--- src/rtl/core/d2p_pkg.sv ---
package d2p_pkg;

	localparam int COL_W = 12;
	localparam int ROW_W = 12;
	localparam int DISP_W = 16;
	localparam int FOCAL_W = 24;
	localparam int CENTER_W = 21;
	localparam int BASE_W = 20;
	localparam int COORD_W = 32;
	localparam int DEPTH_W = 24;
	localparam int COLOR_W = 8;

	localparam int CFG_IDX_W = 3;
	localparam int CFG_DATA_W = 24;
	localparam logic [CFG_IDX_W-1:0] CFG_FOCAL_X = 3'd0;
	localparam logic [CFG_IDX_W-1:0] CFG_FOCAL_Y = 3'd1;
	localparam logic [CFG_IDX_W-1:0] CFG_CENTER_X = 3'd2;
	localparam logic [CFG_IDX_W-1:0] CFG_CENTER_Y = 3'd3;
	localparam logic [CFG_IDX_W-1:0] CFG_BASELINE = 3'd4;

	localparam int PROD_W = FOCAL_W + BASE_W;   // focal_x * baseline
	localparam int DEN_D_W = DISP_W + 3;        // 8 * disparity
	localparam int MAG_W = 22;                  // offset from the principal point, Q.8
	localparam int PRODC_W = MAG_W + DEPTH_W;   // offset times depth

	// Pipelined divider: 48-bit dividend, 26-bit divisor, 32 quotient bits.
	localparam int NUM_W = 48;
	localparam int DEN_W = 26;
	localparam int Q_W = 32;
	localparam int DIV_STAGES = Q_W;

	localparam logic [16:0] MIN_DEPTH_UM = 17'd100000;
	localparam logic [23:0] MAX_DEPTH_UM = 24'd10000000;

	// Accept edge to the edge that takes the result.
	localparam int LATENCY = 2 * DIV_STAGES + 5;

	typedef struct packed {
		logic [MAG_W-1:0]   mag_x;
		logic               neg_x;
		logic [MAG_W-1:0]   mag_y;
		logic               neg_y;
		logic [COLOR_W-1:0] red;
		logic [COLOR_W-1:0] green;
		logic [COLOR_W-1:0] blue;
	} depth_side_t;

	typedef struct packed {
		logic               neg_x;
		logic               sat_x;
		logic               neg_y;
		logic               sat_y;
		logic [DEPTH_W-1:0] depth;
		logic [COLOR_W-1:0] red;
		logic [COLOR_W-1:0] green;
		logic [COLOR_W-1:0] blue;
	} coord_side_t;

	// Apply the sign to a rounded magnitude and clamp to the signed 32-bit range.
	function automatic logic [COORD_W-1:0] apply_sign(input logic [Q_W-1:0] q,
			input logic neg, input logic sat);
		logic [COORD_W-1:0] res;
		if (neg) begin
			if (sat || q > 32'h8000_0000) begin
				res = 32'h8000_0000;
			end else begin
				res = 32'(~q + 32'd1);
			end
		end else begin
			if (sat || q[Q_W-1]) begin
				res = 32'h7FFF_FFFF;
			end else begin
				res = q;
			end
		end
		return res;
	endfunction

endpackage

--- src/rtl/core/d2p_div.sv ---
// Restoring divider, one quotient bit per pipeline stage.
// The dividend must be below divisor * 2^Q_W; otherwise the quotient is meaningless.
module d2p_div
	import d2p_pkg::*;
(
	input  logic             clk,
	input  logic             arst_n,
	input  logic             in_valid,
	input  logic [NUM_W-1:0] num,
	input  logic [DEN_W-1:0] den,
	output logic             out_valid,
	output logic [Q_W-1:0]   quot
);

	logic             vld_s [0:DIV_STAGES];
	logic [DEN_W-1:0] rem_s [0:DIV_STAGES];
	logic [Q_W-1:0]   low_s [0:DIV_STAGES];
	logic [DEN_W-1:0] den_s [0:DIV_STAGES];
	logic [Q_W-1:0]   quo_s [0:DIV_STAGES];

	assign vld_s[0] = in_valid;
	assign rem_s[0] = DEN_W'(num[NUM_W-1:Q_W]);
	assign low_s[0] = num[Q_W-1:0];
	assign den_s[0] = den;
	assign quo_s[0] = '0;

	for (genvar k = 0; k < DIV_STAGES; k++) begin : g_stage
		logic [DEN_W:0] trial;
		logic           take;

		assign trial = {rem_s[k], low_s[k][Q_W-1]};
		assign take = trial >= {1'b0, den_s[k]};

		always_ff @(posedge clk or negedge arst_n) begin
			if (!arst_n) begin
				vld_s[k+1] <= 1'b0;
			end else begin
				vld_s[k+1] <= vld_s[k];
			end
		end

		always_ff @(posedge clk) begin
			rem_s[k+1] <= take ? DEN_W'(trial - {1'b0, den_s[k]}) : trial[DEN_W-1:0];
			low_s[k+1] <= {low_s[k][Q_W-2:0], 1'b0};
			den_s[k+1] <= den_s[k];
			quo_s[k+1] <= {quo_s[k][Q_W-2:0], take};
		end
	end

	assign out_valid = vld_s[DIV_STAGES];
	assign quot = quo_s[DIV_STAGES];

endmodule

--- config.mk ---
export PLATFORM = sky130hd
export DESIGN_NAME = d2p_div
export DESIGN_NICKNAME = d
export VERILOG_FILES = /design/src/rtl/core/d2p_pkg.sv /design/src/rtl/core/d2p_div.sv
export SDC_FILE = /design/constraint.sdc
export NUM_CORES = 2
export LEC_CHECK = 0
export BUFFER_PORTS_ARGS = -buffer_cell sky130_fd_sc_hd__buf_2
export CAP_MARGIN = 10
export CORE_ASPECT_RATIO = 1.75
export CORE_MARGIN = 8
export CORE_UTILIZATION = 54
export CTS_CLUSTER_DIAMETER = 100
export CTS_CLUSTER_SIZE = 8
export DETAILED_ROUTE_END_ITERATION = 6
export HOLD_SLACK_MARGIN = 0.08
export PLACE_DENSITY = 0.72
export RECOVER_POWER = 25
export SYNTH_ARGS = -nofsm -noshare
export SYNTH_HDL_FRONTEND = slang
export SYNTH_SLANG_ARGS = --single-unit
export TNS_END_PERCENT = 1
--- constraint.sdc ---
create_clock -name clk -period 3.2 [get_ports clk]
set_input_delay 0.32 -clock clk [delete_from_list [all_inputs] [get_ports clk]]
set_output_delay 0.32 -clock clk [all_outputs]
set_load 0.01 [all_outputs]
# [Word level (Yosys, flattened, before mapping)]
# Index checks and enable logic that the tools add are counted.
# Widths: inputs -> output; s select.
[word_totals] wordCells=252 input_bits=77 reg_bits=2668
[op_classes] n_mux=31 magnitude_cmp=32 addsub=31
[op_table] cell="$ge 27x26->1" count=31
[op_table] cell="$mux 26" count=30
[op_table] cell="$sub 26x26->26" count=30
[op_table] cell="$ge 17x26->1" count=1
[op_table] cell="$sub 17x26->26" count=1
[op_table] cell="$mux 17" count=1

# [Logic depth before layout (Yosys ltp)]
[depth] depth_word=2 depth_mapped=14

# [Worst setup path after synthesis]
# OpenSTA, ideal clock, no wires.
[synth_path] path_type="reg-to-reg" start="reg den_s[391] in the netlist's numbering" end="reg rem_s (netlist bit g_stage[18].trial[10])" slack_ps=109 arrival_ps=2969 stages_incl_launch_ff=12 path_buffers=1 required_ps=3079 synth_period_minus_slack_ps=3091 setup_time_ps=121 cell_sequence="dfxtp_1 inv_1 ha_1 nor2b_1 o31a_1 or4_1 a221o_1 a31o_4 a311oi_4 nor2_2 buf_6 mux2_4"
[synth_between] elab_chain_len=2 word_cells_on_any_way=3
[synth_rtl] item="start, declared" line_no="d2p_div.sv:18" rtl="logic [DEN_W-1:0] den_s [0:DIV_STAGES];"
[synth_rtl] item="start signal, assigned by index" line_no="d2p_div.sv:45" rtl="den_s[k+1] <= den_s[k];"
[synth_rtl] item="$sub 26x26->26 / $ge 27x26->1 (equally long branches)" line_no="d2p_div.sv:43, d2p_div.sv:32"
[synth_rtl] item="$mux 26 (*)" line_no="d2p_div.sv:43" rtl="rem_s[k+1] <= take ? DEN_W'(trial - {1'b0, den_s[k]}) : trial[DEN_W-1:0];"
[synth_rtl] item="end signal, assigned by index" line_no="d2p_div.sv:43"
[synth_rtl] item="end, declared" line_no="d2p_div.sv:16" rtl="logic [DEN_W-1:0] rem_s [0:DIV_STAGES];"
# Every way passes the cells marked *; elsewhere a longest branch is shown, timed or not.
# A chain may end at the register's enable or synchronous reset.

# [Final worst setup path]
[layout_path] start="reg den_s[391] in the netlist's numbering" end="reg rem_s (netlist bit g_stage[18].trial[21])"
# The elaborated chain is that of the path after synthesis.

==> impl_metrics.toml <==
[outcome]
outcome = "finished, violations left"
violations = "design-rule violations, negative setup slack"

[placement]
dp_cells = 13700
gp_congestion = 0.968
io_buffers = 109
place_area_sq_um = 114000
place_hpwl_mm = 210
place_ws_ns = -0.272

[worst_setup_path]
r2r_start = "den_s[391]$_DFF_P_"
cp-end-kind = "flip-flop"
crit_start = "den_s[391]$_DFF_P_"
crit_path_top_delay_cell = "or4_4"
critPathLaunchType = "flip-flop"
worstPathCellList = "inv_4 -> ha_4 -> nor2b_1 -> o31a_1 -> or4_4 -> a221o_1 -> a31o_4 -> a311oi_4 -> nor2_4 -> mux2_4"
critPathMaxFanout = 15
worstPathRequired_ns = 3.96
cpPeakStageDelay_ns = 0.44
cp_data_arrival_time_ns = 3.98
crit_type = "flip-flop to flip-flop"

[pwr]
peakVddDrop_uv = 715
power.density_nw_per_um2 = 1120
p_leak_nw = 58.2

[floorplan]
coreArea_sq_um = 196000
dieArea_sq_um = 211000
rows = 215
start_util = 0.542
ioPinCount = 110
die_x_microns = 351
die_h_microns = 602

[layout]
final_common_cell = "dfxtp_1"
layoutNonFillerInstCount = 14200
area_growth_pct = 18.7
multiInputGateArea_sq_um = 48500
regArea_sq_um = 53600
nFillCells = 15700
final_area_sq_um = 126000
nets = 12500
drive_above_1_share = 0.146
final_cell_mix = "dfxtp_1, inv_1, a21oi_1, ha_1, nand2_1"

[clocking]
cts_sinks = 2668
clock_latency_ns = 0.91
htree_num_levels = 5
clk_pin_slew_worst_paths_ns = 0.05
root_buffer = "clkbuf_16"
cts_buffer_depth = 4
cts_tree = "built"
numCtsBuffers = 375

[synth]
synth_ff_type = "dfxtp_1"
syn_area_sq_um = 106000
synth_cell_types = 98
syn_area_per_cell_sq_um = 10.0
ys_warn_count = 0
synthArstFlopShare = 0.0120
synth_cells = 10600
ys_seq_area_frac = 0.505
synth_edf_count = 0
synth-seq-cells = 2668
syn_nets = 11500

[timing]
slew_headroom = 0.478
rsz0062_at_grt = "yes"
period_minus_slack_ns = 3.22
layout_worst_path_cycle_share = 1.01
setup_viol = 16
hold_violations = 0
fin_ws_ns = -0.0183
slew_viol_final = 0
max_clock_freq_ghz = 0.311
tightest_slew_ns = 0.783
fin_skew_ns = 0.0755
final.setup.tns_ns = -0.137
whs_ns = 0.126

[drt]
vias = 78100
post_drt_wl_per_cell_microns = 19.4
drtIter0Drc = 3666
drtPass1Iterations = 7
wl_mm = 275
post-route-drc-count = 4
viasPerCell = 5.50
antenna_left = 0

[min_path]
hold_path.class = "primary input to flip-flop"
min-delay-start = "num[10]"

[grt]
track_usage = 0.252
gr-total-overflow = 0
grt_pass1_wl_mm = 427
first_global_vias = 82600
antenna_found_initial = 11
grt_start_max_net_pins = 38

[flow_run]
drv_cap = 0
## through the flow
step / power [W] / utilization
floorplan: 0.0861 / -
global placement: 0.104 / 0.582
detailed placement: 0.105 / 0.582
CTS: 0.141 / 0.639
global route: 0.150 / 0.643
finish: 0.141 / 0.643
## registers in the layout (all words and copies together), names as in the netlist
| signal | count |
|---|---|
| den_s | 806 |
| g_stage.trial | 837 |
| low_s | 465 |
| out_valid | 1 |
| quo_s | 496 |
| quot | 32 |
| vld_s | 31 |
## worst max-delay path: cells and delay by family, from the launching register on
family / cells / cell delay [ns]
AOI/OAI and AO/OA: 4 / 1.31
adders and majority gates: 1 / 0.23
DFF: 1 / 0.35
buffers and inverters: 1 / 0.05
and+or+nand+nor: 3 / 0.81
muxes: 1 / 0.37
## power by group
part	total (W)	switching (W)	leakage (nW)	internal, W
Sequential	0.0465	0.00489	22.5	0.0416
Combinational	0.0607	0.0321	30.8	0.0286
Clock	0.0342	0.0133	4.84	0.0209
Total	0.141	0.0503	58.2	0.0912
## final timing paths
kind / endpoint / slack [ns] / cells after the start
max in group asynchronous: vld_s[20]$_DFF_PN0_ / 1.41 / 5
min reg2reg: low_s[531]$_DFF_P_ / 0.26 / 0
min in group asynchronous: vld_s[6]$_DFF_PN0_ / 0.46 / 3
max: g_stage[18].trial[21]$_DFF_P_ / -0.02 / 10
min: low_s[1003]$_DFF_P_ / 0.13 / 2
max reg2reg: g_stage[18].trial[21]$_DFF_P_ / -0.02 / 10
## final cells by class
class | instances | area share
timing repair buffer | 843 | 0.0528
clock inverter | 17 | 0.00218
multi-input combinational | 6618 | 0.386
sequential | 2668 | 0.426
inverter | 1040 | 0.0311
antenna | 8 | 0.000159
tap | 2604 | 0.0259
clock buffer | 397 | 0.0763
## synthesized netlist by cell type (all sizes together) (39+ instances only)
cell type | number | area, sq um
a211oi | 81 | 608
a21o | 404 | 3030
a21oi | 874 | 4380
a31oi | 88 | 551
and3 | 78 | 488
buf | 85 | 526
clkbuf | 175 | 657
dfxtp | 2636 | 52800
ha | 823 | 10300
inv | 1040 | 3900
mux2 | 329 | 3820
nand2 | 638 | 2390
nand2b | 98 | 613
nand3 | 142 | 711
nand4 | 141 | 882
nor2 | 570 | 2140
nor2b | 95 | 594
nor3 | 102 | 510
nor4 | 39 | 244
o211ai | 47 | 353
o21a | 99 | 743
o21ai | 626 | 3150
o21bai | 96 | 721
xnor2 | 403 | 3530
xor2 | 265 | 2320
## kinds of logic after synthesis
family,after synthesis,synth area share
AND/OR/NAND/NOR,2062,0.0918
flip-flops,2668,0.505
buffers and inverters,1300,0.0480
XOR/XNOR,668,0.0552
multiplexers,354,0.0384
adder cells (fa/ha/maj),854,0.103
AO/OA/AOI/OAI,2677,0.158
## repair_timing
action | CTS | global route
gates cloned | 0 | 4
buffers inserted | 2 | 6
resized for setup | 52 | 193
pin swaps | 11 | 61
hold endpoints to repair | 117 | 0
hold buffers | 104 | 0
setup endpoints to repair | 264 | 560
## routing by layer
metal | share of wire | GRT usage | up-vias
li1 | - | - | 38300
met1 | 0.33 | 0.227 | 36700
met2 | 0.55 | 0.500 | 2018
met3 | 0.033 | 0.0353 | 1063
met4 | 0.085 | 0.182 | 2
met5 | 0.000047 | 0 | -
Note: power is estimated with default switching activity, not from simulation.
